--- config.mk ---
export PLATFORM = sky130hd
export DESIGN_NAME = coap_message_parser_flat
export DESIGN_NICKNAME = d
export VERILOG_FILES = /design/src/sv/coap_pkg.sv /design/src/sv/coap_byte_if.sv /design/src/sv/coap_result_if.sv /design/src/sv/coap_step.sv /design/src/sv/coap_out_stage.sv /design/src/sv/coap_message_parser.sv /design/src/flat_wrapper.sv
export SDC_FILE = /design/constraint.sdc
export NUM_CORES = 1
export LEC_CHECK = 0
export BUFFER_PORTS_ARGS = -buffer_cell sky130_fd_sc_hd__buf_2
export CORE_UTILIZATION = 59
export DETAILED_ROUTE_END_ITERATION = 10
export HOLD_SLACK_MARGIN = 0.02
export PLACE_DENSITY = 0.83
export SYNTH_ARGS = -nofsm -noshare
export SYNTH_HDL_FRONTEND = slang
export SYNTH_SLANG_ARGS = --single-unit
export TNS_END_PERCENT = 1
--- constraint.sdc ---
create_clock -name clk -period 6.5 [get_ports clk]
set_input_delay 0.325 -clock clk [delete_from_list [all_inputs] [get_ports clk]]
set_output_delay 0.325 -clock clk [all_outputs]
set_load 0.05 [all_outputs]
--- src/sv/coap_pkg.sv ---
package coap_pkg;

    typedef struct packed {
        logic [7:0] data_byte;
        logic       last_byte;
    } byte_item_t;

    typedef struct packed {
        logic [2:0]  kind;
        logic [1:0]  msg_type;
        logic [3:0]  token_length;
        logic [7:0]  code;
        logic [15:0] message_id;
        logic [15:0] option_number;
        logic [15:0] option_length;
        logic [7:0]  payload_or_value;
        logic [2:0]  error_code;
        logic        deliver;
        logic        last_result;
    } result_t;

    // results written by one parse step, packed towards the first slot
    typedef struct packed {
        logic first;
        logic second;
    } push_t;

    localparam logic [2:0] KIND_HEADER     = 3'd0;
    localparam logic [2:0] KIND_TOKEN      = 3'd1;
    localparam logic [2:0] KIND_OPT_START  = 3'd2;
    localparam logic [2:0] KIND_OPT_VALUE  = 3'd3;
    localparam logic [2:0] KIND_PAYLOAD    = 3'd4;
    localparam logic [2:0] KIND_DONE       = 3'd5;
    localparam logic [2:0] KIND_DROPPED    = 3'd6;

    localparam logic [2:0] ERR_NONE        = 3'd0;
    localparam logic [2:0] ERR_SHORT_HDR   = 3'd1;
    localparam logic [2:0] ERR_BAD_VERSION = 3'd2;
    localparam logic [2:0] ERR_TOKEN_LEN   = 3'd3;
    localparam logic [2:0] ERR_NIBBLE_15   = 3'd4;
    localparam logic [2:0] ERR_OPT_TRUNC   = 3'd5;
    localparam logic [2:0] ERR_TOKEN_TRUNC = 3'd6;

    localparam logic [1:0]  HDR_VERSION    = 2'd1;
    localparam logic [7:0]  PAYLOAD_MARKER = 8'hFF;
    localparam logic [3:0]  NIBBLE_EXT8    = 4'd13;
    localparam logic [3:0]  NIBBLE_EXT16   = 4'd14;
    localparam logic [3:0]  NIBBLE_BAD     = 4'd15;
    localparam logic [15:0] EXT8_OFFSET    = 16'd13;
    localparam logic [15:0] EXT16_OFFSET   = 16'd269;
    localparam logic [3:0]  MAX_TOKEN_LEN  = 4'd8;

    function automatic result_t make_result(
        input logic [2:0]  kind,
        input logic [31:0] hdr,
        input logic [15:0] opt_number,
        input logic [15:0] opt_length,
        input logic [7:0]  data,
        input logic [2:0]  err,
        input logic        lst
    );
        result_t r;
        logic    is_opt;
        is_opt             = (kind == KIND_OPT_START) || (kind == KIND_OPT_VALUE);
        r.kind             = kind;
        r.msg_type         = hdr[29:28];
        r.token_length     = hdr[27:24];
        r.code             = hdr[23:16];
        r.message_id       = hdr[15:0];
        r.option_number    = is_opt ? opt_number : 16'd0;
        r.option_length    = is_opt ? opt_length : 16'd0;
        r.payload_or_value = data;
        r.error_code       = err;
        r.deliver          = (kind == KIND_DONE) && hdr[29];
        r.last_result      = lst;
        return r;
    endfunction

endpackage

--- src/sv/coap_byte_if.sv ---
interface coap_byte_if;
    logic                   valid;
    logic                   ready;
    coap_pkg::byte_item_t   payload;

    modport source (output valid, output payload, input ready);
    modport sink (input valid, input payload, output ready);
endinterface

--- src/sv/coap_result_if.sv ---
interface coap_result_if;
    logic               valid;
    logic               ready;
    coap_pkg::result_t  payload;

    modport source (output valid, output payload, input ready);
    modport sink (input valid, input payload, output ready);
endinterface

--- src/sv/coap_step.sv ---
module coap_step #(
    parameter int MAX_OPTIONS       = 16,
    parameter int MAX_MESSAGE_BYTES = 256
) (
    input  logic                 clk,
    input  logic                 rst_n,
    input  logic                 item_valid,
    input  coap_pkg::byte_item_t item,
    output logic                 item_ready,
    input  logic                 room,
    output coap_pkg::push_t      push,
    output coap_pkg::result_t    first_res,
    output coap_pkg::result_t    second_res
);
    import coap_pkg::*;

    localparam int W_BC = $clog2(MAX_MESSAGE_BYTES);
    localparam int W_OS = $clog2(MAX_OPTIONS + 1);

    localparam logic [2:0] PH_HDR   = 3'd0;
    localparam logic [2:0] PH_TOKEN = 3'd1;
    localparam logic [2:0] PH_OPT   = 3'd2;
    localparam logic [2:0] PH_DEXT  = 3'd3;
    localparam logic [2:0] PH_LEXT  = 3'd4;
    localparam logic [2:0] PH_VAL   = 3'd5;
    localparam logic [2:0] PH_PAY   = 3'd6;
    localparam logic [2:0] PH_TAIL  = 3'd7;

    // input register
    logic       in_valid_reg, in_valid_next;
    logic [7:0] data_reg;
    logic       last_reg;
    logic       fire;

    // parser state
    logic [2:0]      phase_reg, phase_next;
    logic [W_BC-1:0] byte_count_reg, byte_count_next;
    logic [31:0]     header_reg, header_next;
    logic [15:0]     running_reg, running_next;
    logic [W_OS-1:0] options_reg, options_next;
    logic [3:0]      delta_reg, delta_next;
    logic [3:0]      length_reg, length_next;
    logic [15:0]     ext_reg, ext_next;
    logic [15:0]     remaining_reg, remaining_next;
    logic            dropped_reg, dropped_next;

    // step results
    logic [2:0]  ph_u;
    logic [31:0] hb_u;
    logic [15:0] rn_u;
    logic [W_OS-1:0] os_u;
    logic [3:0]  dn_u;
    logic [3:0]  ln_u;
    logic [15:0] ev_u;
    logic [15:0] rc_u;
    logic [2:0]  err;
    logic        eff_last;
    logic        do_len;
    logic        do_open;
    logic        p_valid;
    logic [2:0]  p_kind;
    logic [7:0]  p_data;
    logic        f_valid;
    logic [2:0]  f_kind;
    logic        clear;
    result_t     prim_res;
    result_t     fin_res;

    assign fire       = in_valid_reg && room;
    assign item_ready = !in_valid_reg || fire;

    always_comb
    begin
        in_valid_next = in_valid_reg;
        if (item_valid && item_ready)
        begin
            in_valid_next = 1'b1;
        end
        else if (fire)
        begin
            in_valid_next = 1'b0;
        end
    end

    always_ff @(posedge clk or negedge rst_n)
    begin
        if (!rst_n)
        begin
            in_valid_reg <= 1'b0;
        end
        else
        begin
            in_valid_reg <= in_valid_next;
        end
    end

    always_ff @(posedge clk)
    begin
        if (item_valid && item_ready)
        begin
            data_reg <= item.data_byte;
            last_reg <= item.last_byte;
        end
    end

    always_comb
    begin
        ph_u     = phase_reg;
        hb_u     = header_reg;
        rn_u     = running_reg;
        os_u     = options_reg;
        dn_u     = delta_reg;
        ln_u     = length_reg;
        ev_u     = ext_reg;
        rc_u     = remaining_reg;
        err      = ERR_NONE;
        do_len   = 1'b0;
        do_open  = 1'b0;
        p_valid  = 1'b0;
        p_kind   = KIND_HEADER;
        p_data   = 8'd0;
        f_valid  = 1'b0;
        f_kind   = KIND_DONE;
        eff_last = last_reg || (byte_count_reg == W_BC'(MAX_MESSAGE_BYTES - 1));

        unique case (phase_reg)
            PH_HDR:
            begin
                unique case (byte_count_reg[1:0])
                    2'd0: hb_u[31:24] = data_reg;
                    2'd1: hb_u[23:16] = data_reg;
                    2'd2: hb_u[15:8]  = data_reg;
                    2'd3: hb_u[7:0]   = data_reg;
                endcase
                if (byte_count_reg[1:0] == 2'd3)
                begin
                    if (hb_u[31:30] != HDR_VERSION)
                    begin
                        err = ERR_BAD_VERSION;
                    end
                    else if (hb_u[27:24] > MAX_TOKEN_LEN)
                    begin
                        err = ERR_TOKEN_LEN;
                    end
                    else
                    begin
                        p_valid = 1'b1;
                        p_kind  = KIND_HEADER;
                        rc_u    = {12'd0, hb_u[27:24]};
                        ph_u    = (hb_u[27:24] != 4'd0) ? PH_TOKEN : PH_OPT;
                    end
                end
            end
            PH_TOKEN:
            begin
                p_valid = 1'b1;
                p_kind  = KIND_TOKEN;
                p_data  = data_reg;
                rc_u    = remaining_reg - 16'd1;
                if (rc_u == 16'd0)
                begin
                    ph_u = PH_OPT;
                end
            end
            PH_OPT:
            begin
                if (data_reg == PAYLOAD_MARKER)
                begin
                    ph_u = PH_PAY;
                end
                else if (options_reg >= W_OS'(MAX_OPTIONS))
                begin
                    ph_u = PH_TAIL;
                end
                else if (data_reg[7:4] == NIBBLE_BAD)
                begin
                    err = ERR_NIBBLE_15;
                end
                else
                begin
                    dn_u = data_reg[7:4];
                    ln_u = data_reg[3:0];
                    ev_u = 16'd0;
                    if (dn_u >= NIBBLE_EXT8)
                    begin
                        rc_u = (dn_u == NIBBLE_EXT8) ? 16'd1 : 16'd2;
                        ph_u = PH_DEXT;
                    end
                    else
                    begin
                        rn_u   = running_reg + {12'd0, dn_u};
                        do_len = 1'b1;
                    end
                end
            end
            PH_DEXT:
            begin
                ev_u = {ext_reg[7:0], data_reg};
                rc_u = remaining_reg - 16'd1;
                if (rc_u == 16'd0)
                begin
                    rn_u   = running_reg + ev_u
                           + ((delta_reg == NIBBLE_EXT8) ? EXT8_OFFSET : EXT16_OFFSET);
                    do_len = 1'b1;
                end
            end
            PH_LEXT:
            begin
                ev_u = {ext_reg[7:0], data_reg};
                rc_u = remaining_reg - 16'd1;
                if (rc_u == 16'd0)
                begin
                    ev_u    = ev_u
                            + ((length_reg == NIBBLE_EXT8) ? EXT8_OFFSET : EXT16_OFFSET);
                    do_open = 1'b1;
                end
            end
            PH_VAL:
            begin
                p_valid = 1'b1;
                p_kind  = KIND_OPT_VALUE;
                p_data  = data_reg;
                rc_u    = remaining_reg - 16'd1;
                if (rc_u == 16'd0)
                begin
                    ph_u = PH_OPT;
                end
            end
            PH_PAY:
            begin
                p_valid = 1'b1;
                p_kind  = KIND_PAYLOAD;
                p_data  = data_reg;
            end
            PH_TAIL:
            begin
                ph_u = PH_TAIL;
            end
        endcase

        // length nibble handling once the delta is known
        if (do_len)
        begin
            if (ln_u == NIBBLE_BAD)
            begin
                err = ERR_NIBBLE_15;
            end
            else if (ln_u >= NIBBLE_EXT8)
            begin
                ev_u = 16'd0;
                rc_u = (ln_u == NIBBLE_EXT8) ? 16'd1 : 16'd2;
                ph_u = PH_LEXT;
            end
            else
            begin
                ev_u    = {12'd0, ln_u};
                do_open = 1'b1;
            end
        end

        if (do_open)
        begin
            os_u    = options_reg + W_OS'(1);
            p_valid = 1'b1;
            p_kind  = KIND_OPT_START;
            rc_u    = ev_u;
            ph_u    = (ev_u != 16'd0) ? PH_VAL : PH_OPT;
        end

        if ((err == ERR_NONE) && eff_last)
        begin
            priority if (ph_u == PH_HDR)
            begin
                err = ERR_SHORT_HDR;
            end
            else if (ph_u == PH_TOKEN)
            begin
                err = ERR_TOKEN_TRUNC;
            end
            else if ((ph_u == PH_DEXT) || (ph_u == PH_LEXT) || (ph_u == PH_VAL))
            begin
                err = ERR_OPT_TRUNC;
            end
            else
            begin
                f_valid = 1'b1;
                f_kind  = KIND_DONE;
            end
        end
        if (err != ERR_NONE)
        begin
            f_valid = 1'b1;
            f_kind  = KIND_DROPPED;
        end
        clear = f_valid;
        if (dropped_reg)
        begin
            p_valid = 1'b0;
            f_valid = 1'b0;
        end
    end

    assign prim_res = make_result(p_kind, hb_u, rn_u, ev_u, p_data, ERR_NONE, !f_valid);
    assign fin_res  = make_result(f_kind, hb_u, 16'd0, 16'd0, 8'd0, err, 1'b1);

    assign push.first  = fire && (p_valid || f_valid);
    assign push.second = fire && p_valid && f_valid;
    assign first_res   = p_valid ? prim_res : fin_res;
    assign second_res  = fin_res;

    always_comb
    begin
        phase_next      = ph_u;
        byte_count_next = byte_count_reg + W_BC'(1);
        header_next     = hb_u;
        running_next    = rn_u;
        options_next    = os_u;
        delta_next      = dn_u;
        length_next     = ln_u;
        ext_next        = ev_u;
        remaining_next  = rc_u;
        dropped_next    = 1'b0;
        if (dropped_reg || clear)
        begin
            phase_next      = PH_HDR;
            byte_count_next = '0;
            header_next     = 32'd0;
            running_next    = 16'd0;
            options_next    = '0;
            delta_next      = 4'd0;
            length_next     = 4'd0;
            ext_next        = 16'd0;
            remaining_next  = 16'd0;
            dropped_next    = dropped_reg ? !last_reg : !last_reg;
        end
        if (dropped_reg && !last_reg)
        begin
            dropped_next = 1'b1;
        end
        else if (dropped_reg)
        begin
            dropped_next = 1'b0;
        end
    end

    always_ff @(posedge clk or negedge rst_n)
    begin
        if (!rst_n)
        begin
            phase_reg      <= PH_HDR;
            byte_count_reg <= '0;
            header_reg     <= 32'd0;
            running_reg    <= 16'd0;
            options_reg    <= '0;
            delta_reg      <= 4'd0;
            length_reg     <= 4'd0;
            ext_reg        <= 16'd0;
            remaining_reg  <= 16'd0;
            dropped_reg    <= 1'b0;
        end
        else if (fire)
        begin
            phase_reg      <= phase_next;
            byte_count_reg <= byte_count_next;
            header_reg     <= header_next;
            running_reg    <= running_next;
            options_reg    <= options_next;
            delta_reg      <= delta_next;
            length_reg     <= length_next;
            ext_reg        <= ext_next;
            remaining_reg  <= remaining_next;
            dropped_reg    <= dropped_next;
        end
    end

    a_second_needs_first: assert property (@(posedge clk) disable iff (!rst_n)
        push.second |-> push.first)
        else $error("second result without a first");

    a_dropped_silent: assert property (@(posedge clk) disable iff (!rst_n)
        dropped_reg |-> !push.first)
        else $error("result written while discarding a datagram");

    a_token_count: assert property (@(posedge clk) disable iff (!rst_n)
        (phase_reg == PH_TOKEN) |-> (remaining_reg != 16'd0))
        else $error("token phase with nothing left to read");

endmodule

--- src/sv/coap_out_stage.sv ---
module coap_out_stage (
    input  logic              clk,
    input  logic              rst_n,
    input  coap_pkg::push_t   push,
    input  coap_pkg::result_t first_res,
    input  coap_pkg::result_t second_res,
    output logic              room,
    output logic              res_valid,
    output coap_pkg::result_t res_payload,
    input  logic              res_ready
);
    import coap_pkg::*;

    logic    out_valid_reg, out_valid_next;
    result_t out_reg, out_next;
    logic    spare_valid_reg, spare_valid_next;
    result_t spare_reg, spare_next;
    logic    pop;
    logic    out_free;

    assign pop      = out_valid_reg && res_ready;
    assign out_free = !out_valid_reg || pop;
    assign room     = !spare_valid_reg && out_free;

    always_comb
    begin
        out_valid_next   = out_valid_reg;
        out_next         = out_reg;
        spare_valid_next = spare_valid_reg;
        spare_next       = spare_reg;
        priority if (spare_valid_reg && out_free)
        begin
            out_valid_next   = 1'b1;
            out_next         = spare_reg;
            spare_valid_next = 1'b0;
        end
        else if (push.first)
        begin
            out_valid_next = 1'b1;
            out_next       = first_res;
            if (push.second)
            begin
                spare_valid_next = 1'b1;
                spare_next       = second_res;
            end
        end
        else if (pop)
        begin
            out_valid_next = 1'b0;
        end
    end

    always_ff @(posedge clk or negedge rst_n)
    begin
        if (!rst_n)
        begin
            out_valid_reg   <= 1'b0;
            spare_valid_reg <= 1'b0;
        end
        else
        begin
            out_valid_reg   <= out_valid_next;
            spare_valid_reg <= spare_valid_next;
        end
    end

    always_ff @(posedge clk)
    begin
        out_reg   <= out_next;
        spare_reg <= spare_next;
    end

    assign res_valid   = out_valid_reg;
    assign res_payload = out_reg;

    a_spare_behind_out: assert property (@(posedge clk) disable iff (!rst_n)
        spare_valid_reg |-> out_valid_reg)
        else $error("spare result held with empty output register");

    a_push_has_room: assert property (@(posedge clk) disable iff (!rst_n)
        push.first |-> room)
        else $error("result written with no room");

    a_end_is_last: assert property (@(posedge clk) disable iff (!rst_n)
        (out_valid_reg && ((out_reg.kind == KIND_DONE) || (out_reg.kind == KIND_DROPPED)))
        |-> out_reg.last_result)
        else $error("done or dropped result not marked last");

endmodule

--- src/sv/coap_message_parser.sv ---
// channel    dir  handshake     payload
// datagram   in   valid/ready   data_byte, last_byte
// result     out  valid/ready   kind .. last_result (one result per transfer)
//
// one datagram byte per cycle while the result side has room; a byte that gives
// two results (any result followed by done or dropped) holds the input while
// the second result leaves through the spare register
// a byte is held in the input register, its first result in the output register
// reset returns the parser to the header phase and empties the input, output and spare registers
// a stalled result side keeps the byte in the input register and backs up the input
module coap_message_parser #(
    parameter int MAX_OPTIONS       = 16,
    parameter int MAX_MESSAGE_BYTES = 256
) (
    input  logic              clk,
    input  logic              rst_n,
    coap_byte_if.sink         datagram,
    coap_result_if.source     result
);
    import coap_pkg::*;

    logic    room;
    push_t   push;
    result_t first_res;
    result_t second_res;

    coap_step #(
        .MAX_OPTIONS       (MAX_OPTIONS),
        .MAX_MESSAGE_BYTES (MAX_MESSAGE_BYTES)
    ) u_step (
        .clk        (clk),
        .rst_n      (rst_n),
        .item_valid (datagram.valid),
        .item       (datagram.payload),
        .item_ready (datagram.ready),
        .room       (room),
        .push       (push),
        .first_res  (first_res),
        .second_res (second_res)
    );

    coap_out_stage u_out (
        .clk         (clk),
        .rst_n       (rst_n),
        .push        (push),
        .first_res   (first_res),
        .second_res  (second_res),
        .room        (room),
        .res_valid   (result.valid),
        .res_payload (result.payload),
        .res_ready   (result.ready)
    );

endmodule

--- src/flat_wrapper.sv ---
// flat-port wrapper written by rule: the top's interface ports become plain ports
module coap_message_parser_flat import coap_pkg::*;
#(
    parameter int MAX_OPTIONS       = 16,
    parameter int MAX_MESSAGE_BYTES = 256
)
  (clk, rst_n, datagram_valid, datagram_payload, datagram_ready, result_valid, result_payload, result_ready);
  coap_byte_if datagram_i ();
  coap_result_if result_i ();
  input  logic clk;
  input  logic rst_n;
  input wire logic [$bits(datagram_i.valid)-1:0] datagram_valid;
  input wire logic [$bits(datagram_i.payload)-1:0] datagram_payload;
  output wire logic [$bits(datagram_i.ready)-1:0] datagram_ready;
  output wire logic [$bits(result_i.valid)-1:0] result_valid;
  output wire logic [$bits(result_i.payload)-1:0] result_payload;
  input wire logic [$bits(result_i.ready)-1:0] result_ready;
  assign datagram_i.valid = datagram_valid;
  assign datagram_i.payload = datagram_payload;
  assign datagram_ready = datagram_i.ready;
  assign result_valid = result_i.valid;
  assign result_payload = result_i.payload;
  assign result_i.ready = result_ready;
  coap_message_parser #(.MAX_OPTIONS(MAX_OPTIONS), .MAX_MESSAGE_BYTES(MAX_MESSAGE_BYTES)) u_core (.clk(clk), .rst_n(rst_n), .datagram(datagram_i), .result(result_i));
endmodule
==> results of run 1 <==
==> logic make-up after synthesis <==
logic type	count (synthesis)
multiplexers	44
AO/OA/AOI/OAI	423
adder cells (fa/ha/maj)	45
flip-flops	231
XOR/XNOR	20
AND/OR/NAND/NOR	507
buffers and inverters	170
==> path summary, 6_finish.rpt <==
path / start / to / slack (ns) / cells past startpoint
worst max-delay path: u_core.u_step.remaining_reg[1] / u_core.u_out.res_payload[27] / 1.18 / 13
worst min register to register: u_core.u_step.header_reg[29] / u_core.u_step.header_reg[29] / 0.48 / 2
min in group clk: result_ready / u_core.u_out.res_valid / 0.40 / 4
worst max register to register: u_core.u_step.remaining_reg[1] / u_core.u_out.res_payload[27] / 1.18 / 13
worst min-delay path: rst_n / u_core.u_step.options_reg[2] / 0.25 / 2
max in group asynchronous: rst_n / u_core.u_step.running_reg[10] / 4.84 / 3
==> report_power, final <==
part / total, uW / leakage [uW] / switching (uW) / internal (uW)
Combinational: 1440 / 0.00317 / 1120 / 325
Clock: 1430 / 0.000391 / 609 / 822
Sequential: 1900 / 0.00265 / 98.9 / 1810
Total: 4780 / 0.00621 / 1830 / 2950
==> synthesized netlist by cell type, drive strengths merged, types with 7 or more instances <==
library cell	instances
xnor2	13
o21ai	103
inv	70
ha	42
a21oi	107
mux2i	42
a31oi	23
nor2	135
nand2	192
a22o	10
dfrtp	108
nor2b	12
nand3b	7
or3	9
o211ai	12
edfxtp	123
and3	13
nand2b	14
nand4	7
xor2	7
buf	14
nor3	30
clkbuf	86
nand3	30
a211oi	10
o22ai	16
a32o	10
a21o	12
nor4	11
o31ai	56
and2	21
==> per-stage QoR <==
stage	power (uW)	area (um^2)	util
floorplan	2971	13380	-
global placement	3306	14000	0.6356
detailed placement	3343	14000	0.6356
CTS	4767	14920	0.6773
global route	4944	14920	0.6773
finish	4778	14920	0.6773
==> layout make-up <==
| type | instances | area [um^2] |
|---|---|---|
| Fill cell | 1676 | 7107 |
| Sequential cell | 231 | 6396 |
| Multi-Input combinational cell | 1039 | 6350 |
| Timing Repair Buffer | 125 | 750.7 |
| Clock buffer | 37 | 690.7 |
| Tap cell | 280 | 350.3 |
| Inverter | 70 | 262.8 |
| Clock inverter | 9 | 118.9 |
==> worst max-delay path, stage by stage (launching register included) <==
cell,delay (ns)
dfrtp_1,0.44
inv_1,0.14
ha_1,0.27
nor3b_1,0.57
a21boi_0,0.18
or4_1,0.61
a2111oi_2,0.80
nand2_1,0.36
o21a_1,0.26
buf_4,0.23
nand3b_1,0.14
o21ai_0,0.18
nand2_4,0.42
buf_12,0.33
==> per-layer routing <==
| metal | up-vias | track usage | part of all wire |
|---|---|---|---|
| met2 | 749 | 0.5164 | 0.45 |
| met3 | 131 | 0.05802 | 0.10 |
| met1 | 5652 | 0.4665 | 0.41 |
| li1 | 5341 | - | - |
| met4 | 2 | 0.1318 | 0.038 |
| met5 | - | 0 | 0.00026 |
==> repair_timing <==
action	4_1_cts	5_1_grt
hold buffers	11	0
hold endpoints to repair	40	0
gates resized for setup	0	0
==> metrics.yaml, run 1 <==
io_buffer_count: 92
synth_edf_count: 123
via_per_inst: 6.630
crit_fanout: 49
setup_ws_ns: 1.179
final_common_cell: "nand2_1"
rsz0062_at_grt: "no"
drive_above_1_share: 0.1191
dieHeight_um: 152.6
ant_nets: 0
clkTransAtPathRegs_ns: 0.06
cts_tree: "built"
setup_viol: 0
synth_compound_area_frac: 0.2062
placed_cells: 1734
cp-start-kind: "flip-flop"
syn-num-nets: 1498
synthArstFlopShare: 0.4675
cp.required_ns: 6.72
cts-root-buf: "clkbuf_16"
ys_types: 79
die_w_um: 152.6
stdcell_count: 1791
antenna_found_initial: 1
pre_cts_slack_ns: 1.339
mostFrequentLayoutCells: "nand2_1 (187), nor2_1 (133), edfxtp_1 (123), dfrtp_1 (108), a21oi_1 (107)"
skew_ns: 0.01700
grt_max_degree: 79
worst-slew-pin-transition_ns: 1.249
cts_buffer_depth: 3
fin_crit_sh: 0.8187
status: "complete, but fails checks"
yosysTopAreaCell: "edfxtp_1"
cp-end-kind: "flip-flop"
synth_adder_area_share: 0.04377
fp.dieArea_um2: 23280
yosys.area.top_type_share: 0.2761
maxCapViolCount: 0
dp_hpwl_mm: 26.06
synth_top_family_by_area: "compound AO/OA/AOI/OAI gates"
clk_latency_ns: 0.55
firstDrtPassIters: 10
antennaDiodeCount: 0
post_cts_buffers: 0
syn-cell-area_um2: 13380
htree_levels: 1
num_vias: 11880
gp_congestion: 1.046
irDropWorstVdd_uv: 193.7
ys_ff_latch: 231
grt_pass1_wl_mm: 61.31
ys.warnings.count: 0
grt_overflow: 0
power_density_nw_per_um2: 320.2
synth_ff_type: "edfxtp_1"
fin_crit_ns: 5.321
nets: 1550
tns_ns: 0
row_count: 54
hold_viol_final: 0
synthXorXnorAreaFrac: 0.01309
drc: 9
syn_area_per_cell_um2: 9.290
area_growth_pct: 11.52
synth_cells: 1440
synthSimpleGateAreaFrac: 0.1766
netlist_top_cells_area: "edfxtp_1 (28%), dfrtp_1 (20%), nand2_1 (5.3%), a21oi_1 (4.0%), ha_1 (3.9%)"
drt_iter0_drc: 1488
critical_path_arrival_ns: 5.54
fmax_mhz: 187.9
finalWirelength_mm: 39.12
whs_ns: 0.2498
critPathKind: "flip-flop to flip-flop"
grt_pass1_vias: 11070
core_um2: 22030
leakage_uw: 0.006206
synthMuxAreaShare: 0.03311
cts.sinks: 231
ys_seq_area_frac: 0.4781
start_util: 0.6074
relSlewSlack: 0.1652
grt.total_usage: 0.3329
largest_register_ffs: 78
slew_violations: 0
numCtsBuffers: 25
violations: "DRC"
min_path_type: "input pin to async pin"
ios: 93
wl_per_cell_um: 21.84
Note: power is estimated with default switching activity, not from simulation.
==> run 2: changes to the inputs <==
- ABC_AREA: unset -> 1
- clock period: 6.5 -> 5.45 ns (I/O delays scaled with it)
==> run 2 against run 1 <==
- the run now ends clean
- clock-buffer cell count fell by 1
- via count rose by 3.0%
- die area rose by 2.5%
- sequential share of layout area down 1.1 points
- routed wire length is 3.3% lower
- flip-flop and latch count stayed put
- combinational power rose by 150%
- utilization down 0.29 points
==> metrics.yaml, run 2 <==
status: "finished, final reports clean"  # was complete, but fails checks
irDropWorstVdd_uv: 333.9  # was 193.7 uV
grt.total_usage: 0.3233  # was 0.3329
setup_viol: 0  # unchanged
clock_power_share: 0.204  # was 0.300
cts-root-buf: "clkbuf_16"  # unchanged
drc: 0  # was 9
cp-end-kind: "flip-flop"  # unchanged
synth_cells: 1675  # was 1440
area_growth_pct: 11.70  # was 11.52%
largest_register_ffs: 78  # unchanged
ys_types: 58  # was 79
setup_ws_ns: 0.5054  # was 1.179 ns
yosysTopAreaCell: "edfxtp_1"  # unchanged
seqPwrFrac: 0.335  # was 0.399
clkTransAtPathRegs_ns: 0.06  # about the same
fp.dieArea_um2: 23860  # was 23280 um^2
synth_ff_type: "edfxtp_1"  # unchanged
synthArstFlopShare: 0.4675  # unchanged
pre_cts_slack_ns: 0.6387  # was 1.339 ns
netlist_top_cells_area: "edfxtp_1 (27%), dfrtp_1 (20%), nand2_1 (10%), o21ai_0 (5.5%), inv_1 (5.0%)"  # was edfxtp_1 (28%), dfrtp_1 (20%), nand2_1 (5.3%), a21oi_1 (4.0%), ha_1 (3.9%)
cp.required_ns: 5.70  # was 6.72 ns
num_vias: 12230  # was 11880
via_per_inst: 5.921  # was 6.630
cts.sinks: 231  # unchanged
cts_tree: "built"  # unchanged
post_cts_buffers: 0  # unchanged
p_switching_uw: 3611  # was 1825 uW
power_density_nw_per_um2: 506.9  # was 320.2 nW/um^2
drive_above_1_share: 0.1410  # was 0.1191
cp-start-kind: "flip-flop"  # unchanged
syn_area_per_cell_um2: 8.187  # was 9.290 um^2
hold_viol_final: 0  # unchanged
core_um2: 22710  # was 22030 um^2
maxCapViolCount: 0  # unchanged
grt_pass1_wl_mm: 60.87  # was 61.31 mm
die_w_um: 154.5  # was 152.6 um
fmax_mhz: 202.2  # was 187.9 MHz
yosys.area.top_type_share: 0.2693  # was 0.2761
synthTopCellsByCount: "nand2_1 (375), inv_1 (181), nor2_1 (151), o21ai_0 (151), edfxtp_1 (123)"  # was nand2_1 (190), nor2_1 (134), edfxtp_1 (123)
min_path_type: "input pin to async pin"  # unchanged
ys_seq_area_frac: 0.4664  # was 0.4781
critical_path_arrival_ns: 5.20  # was 5.54 ns
final_common_cell: "nand2_1"  # unchanged
p_total_uw: 7764  # was 4778 uW
syn-cell-area_um2: 13710  # was 13380 um^2
fin_crit_sh: 0.9073  # was 0.8187
switching_share: 0.4651  # was 0.3820
clk_latency_ns: 0.53  # was 0.55 ns
whs_ns: 0.3796  # was 0.2498 ns
skew_ns: 0.01244  # was 0.01700 ns
firstDrtPassIters: 7  # was 10
grt_max_degree: 68  # was 79
p_comb_frac: 0.461  # was 0.302
start_util: 0.6039  # was 0.6074
slew_violations: 0  # unchanged
cts_buffer_depth: 3  # unchanged
grt_pass1_vias: 11630  # was 11070
io_buffer_count: 92  # unchanged
ios: 93  # unchanged
synth_edf_count: 123  # unchanged
gp_congestion: 1.015  # was 1.046
htree_levels: 1  # unchanged
drt_iter0_drc: 1195  # was 1488
rsz0062_at_grt: "no"  # unchanged
grt_overflow: 0  # unchanged
leakage_uw: 0.006930  # was 0.006206 uW
tns_ns: 0  # unchanged
antenna_found_initial: 0  # was 1
numCtsBuffers: 24  # was 25
crit_fanout: 57  # was 49
relSlewSlack: 0.3411  # was 0.1652
critPathKind: "flip-flop to flip-flop"  # unchanged
row_count: 55  # was 54
antennaDiodeCount: 0  # unchanged
finalWirelength_mm: 37.84  # was 39.12 mm
worst-slew-pin-transition_ns: 0.9781  # was 1.249 ns
syn-num-nets: 1733  # was 1498
fin_crit_ns: 4.945  # was 5.321 ns
nets: 1820  # was 1550
dieHeight_um: 154.5  # was 152.6 um
ys.warnings.count: 0  # unchanged
mostFrequentLayoutCells: "nand2_1 (374), inv_1 (180), o21ai_0 (151), nor2_1 (150), edfxtp_1 (123)"  # was nand2_1 (187), nor2_1 (133), edfxtp_1 (123), dfrtp_1 (108), a21oi_1 (107)
dp_hpwl_mm: 26.44  # was 26.06 mm
wl_per_cell_um: 18.32  # was 21.84 um
ys_ff_latch: 231  # unchanged
synth_most_common_cell: "nand2_1"  # unchanged
internal_power_uw: 4153  # was 2953 uW
ant_nets: 0  # unchanged
## run 2: cell types whose count changed after synthesis, sizes merged, moves of 21 or more
| cell | previous run | this run |
|---|---|---|
| mux2i | 42 | 0 |
| nand4 | 7 | 31 |
| o21ai | 103 | 210 |
| clkbuf | 86 | 50 |
| o31ai | 56 | 2 |
| a31oi | 23 | 2 |
| and2 | 21 | 0 |
| nand2 | 192 | 385 |
| a21oi | 107 | 70 |
| inv | 70 | 201 |
| nand3 | 30 | 103 |
| nor2 | 135 | 166 |
## run 2: power groups by stage
stage               logic [uW]  registers [uW]  clock network, uW
finish                    3580            2600               1580
global route              3900            2640               1650
CTS                       3560            2600               1590
detailed placement        3530            2620                  0
global placement          3460            2610                  0
floorplan                 1940            3370                  0
## run 2: cell type report
| cell class | instances | area [um^2] |
|---|---|---|
| Clock buffer | 36 | 696.9 |
| Inverter | 205 | 770.7 |
| Clock inverter | 8 | 60.06 |
| Sequential cell | 231 | 6396 |
| Fill cell | 1857 | 7392 |
| Multi-Input combinational cell | 1170 | 6246 |
| Tap cell | 285 | 356.6 |
| Timing Repair Buffer | 130 | 790.8 |
## run 2: worst paths after layout
path | startpoint | to | slack, ns | cells past startpoint
max | u_core.u_step.remaining_reg[0] | u_core.u_out.res_payload[38] | 0.51 | 24
min | rst_n | u_core.u_step.byte_count_reg[3] | 0.38 | 2
max reg2reg | u_core.u_step.remaining_reg[0] | u_core.u_out.res_payload[38] | 0.51 | 24
min reg2reg | u_core.u_step.header_reg[3] | u_core.u_step.header_reg[3] | 0.48 | 2
max in group asynchronous | rst_n | u_core.u_step.remaining_reg[5] | 3.89 | 3
min in group clk | datagram_payload[5] | u_core.u_step.data_reg[4] | 0.47 | 2
## run 2: logic make-up (layout without fill, tap and decap cells)
family,after synthesis,after routing,synth area share
adders and majority gates,45,45,0.04270
xor gates and xnor gates,38,38,0.02427
buffers and inverters,274,379,0.07920
AOI/OAI and AO/OA,344,344,0.1466
and+or+nand+nor,743,743,0.2408
DFF,231,231,0.4664
## run 2: repair_timing
action | 4_1_cts | 5_1_grt
endpoints found under the hold margin | 71 | 0
gates resized for setup | 0 | 0
hold buffers | 12 | 0
setup endpoints to repair | 0 | 0
## run 2: critical path, cell delays in order (launching register included)
cell	delay [ns]
dfrtp_1	0.47
inv_2	0.15
ha_1	0.28
nand2_1	0.14
nor2_2	0.14
nand2_1	0.07
nand2_1	0.06
nand2_1	0.11
nor2_1	0.13
nand2_2	0.10
nor2_8	0.18
nand3_4	0.12
nand2_2	0.23
nand2_2	0.10
nand2_1	0.34
nand2_1	0.14
nor2_1	0.23
nand3_2	0.20
nand3_1	0.14
nand3_1	0.09
nand2_2	0.12
nand4_4	0.14
o211ai_1	0.34
nand2_4	0.28
buf_12	0.29
## run 2: per-layer routing
| layer | GRT usage | vias up | share of wire |
|---|---|---|---|
| li1 | - | 5822 | - |
| met4 | 0.1202 | 0 | 0.033 |
| met1 | 0.4377 | 5745 | 0.42 |
| met3 | 0.04875 | 97 | 0.078 |
| met5 | 0 | - | 0 |
| met2 | 0.5285 | 562 | 0.47 |
## run 2: stage by stage
step	std cells	cell area, um^2	util
after global placement	2009	14440	0.6359
after CTS	2065	15320	0.6745
after detailed placement	2009	14440	0.6359
final	2065	15320	0.6745
after floorplan	1675	13710	-
after global routing	2065	15320	0.6745
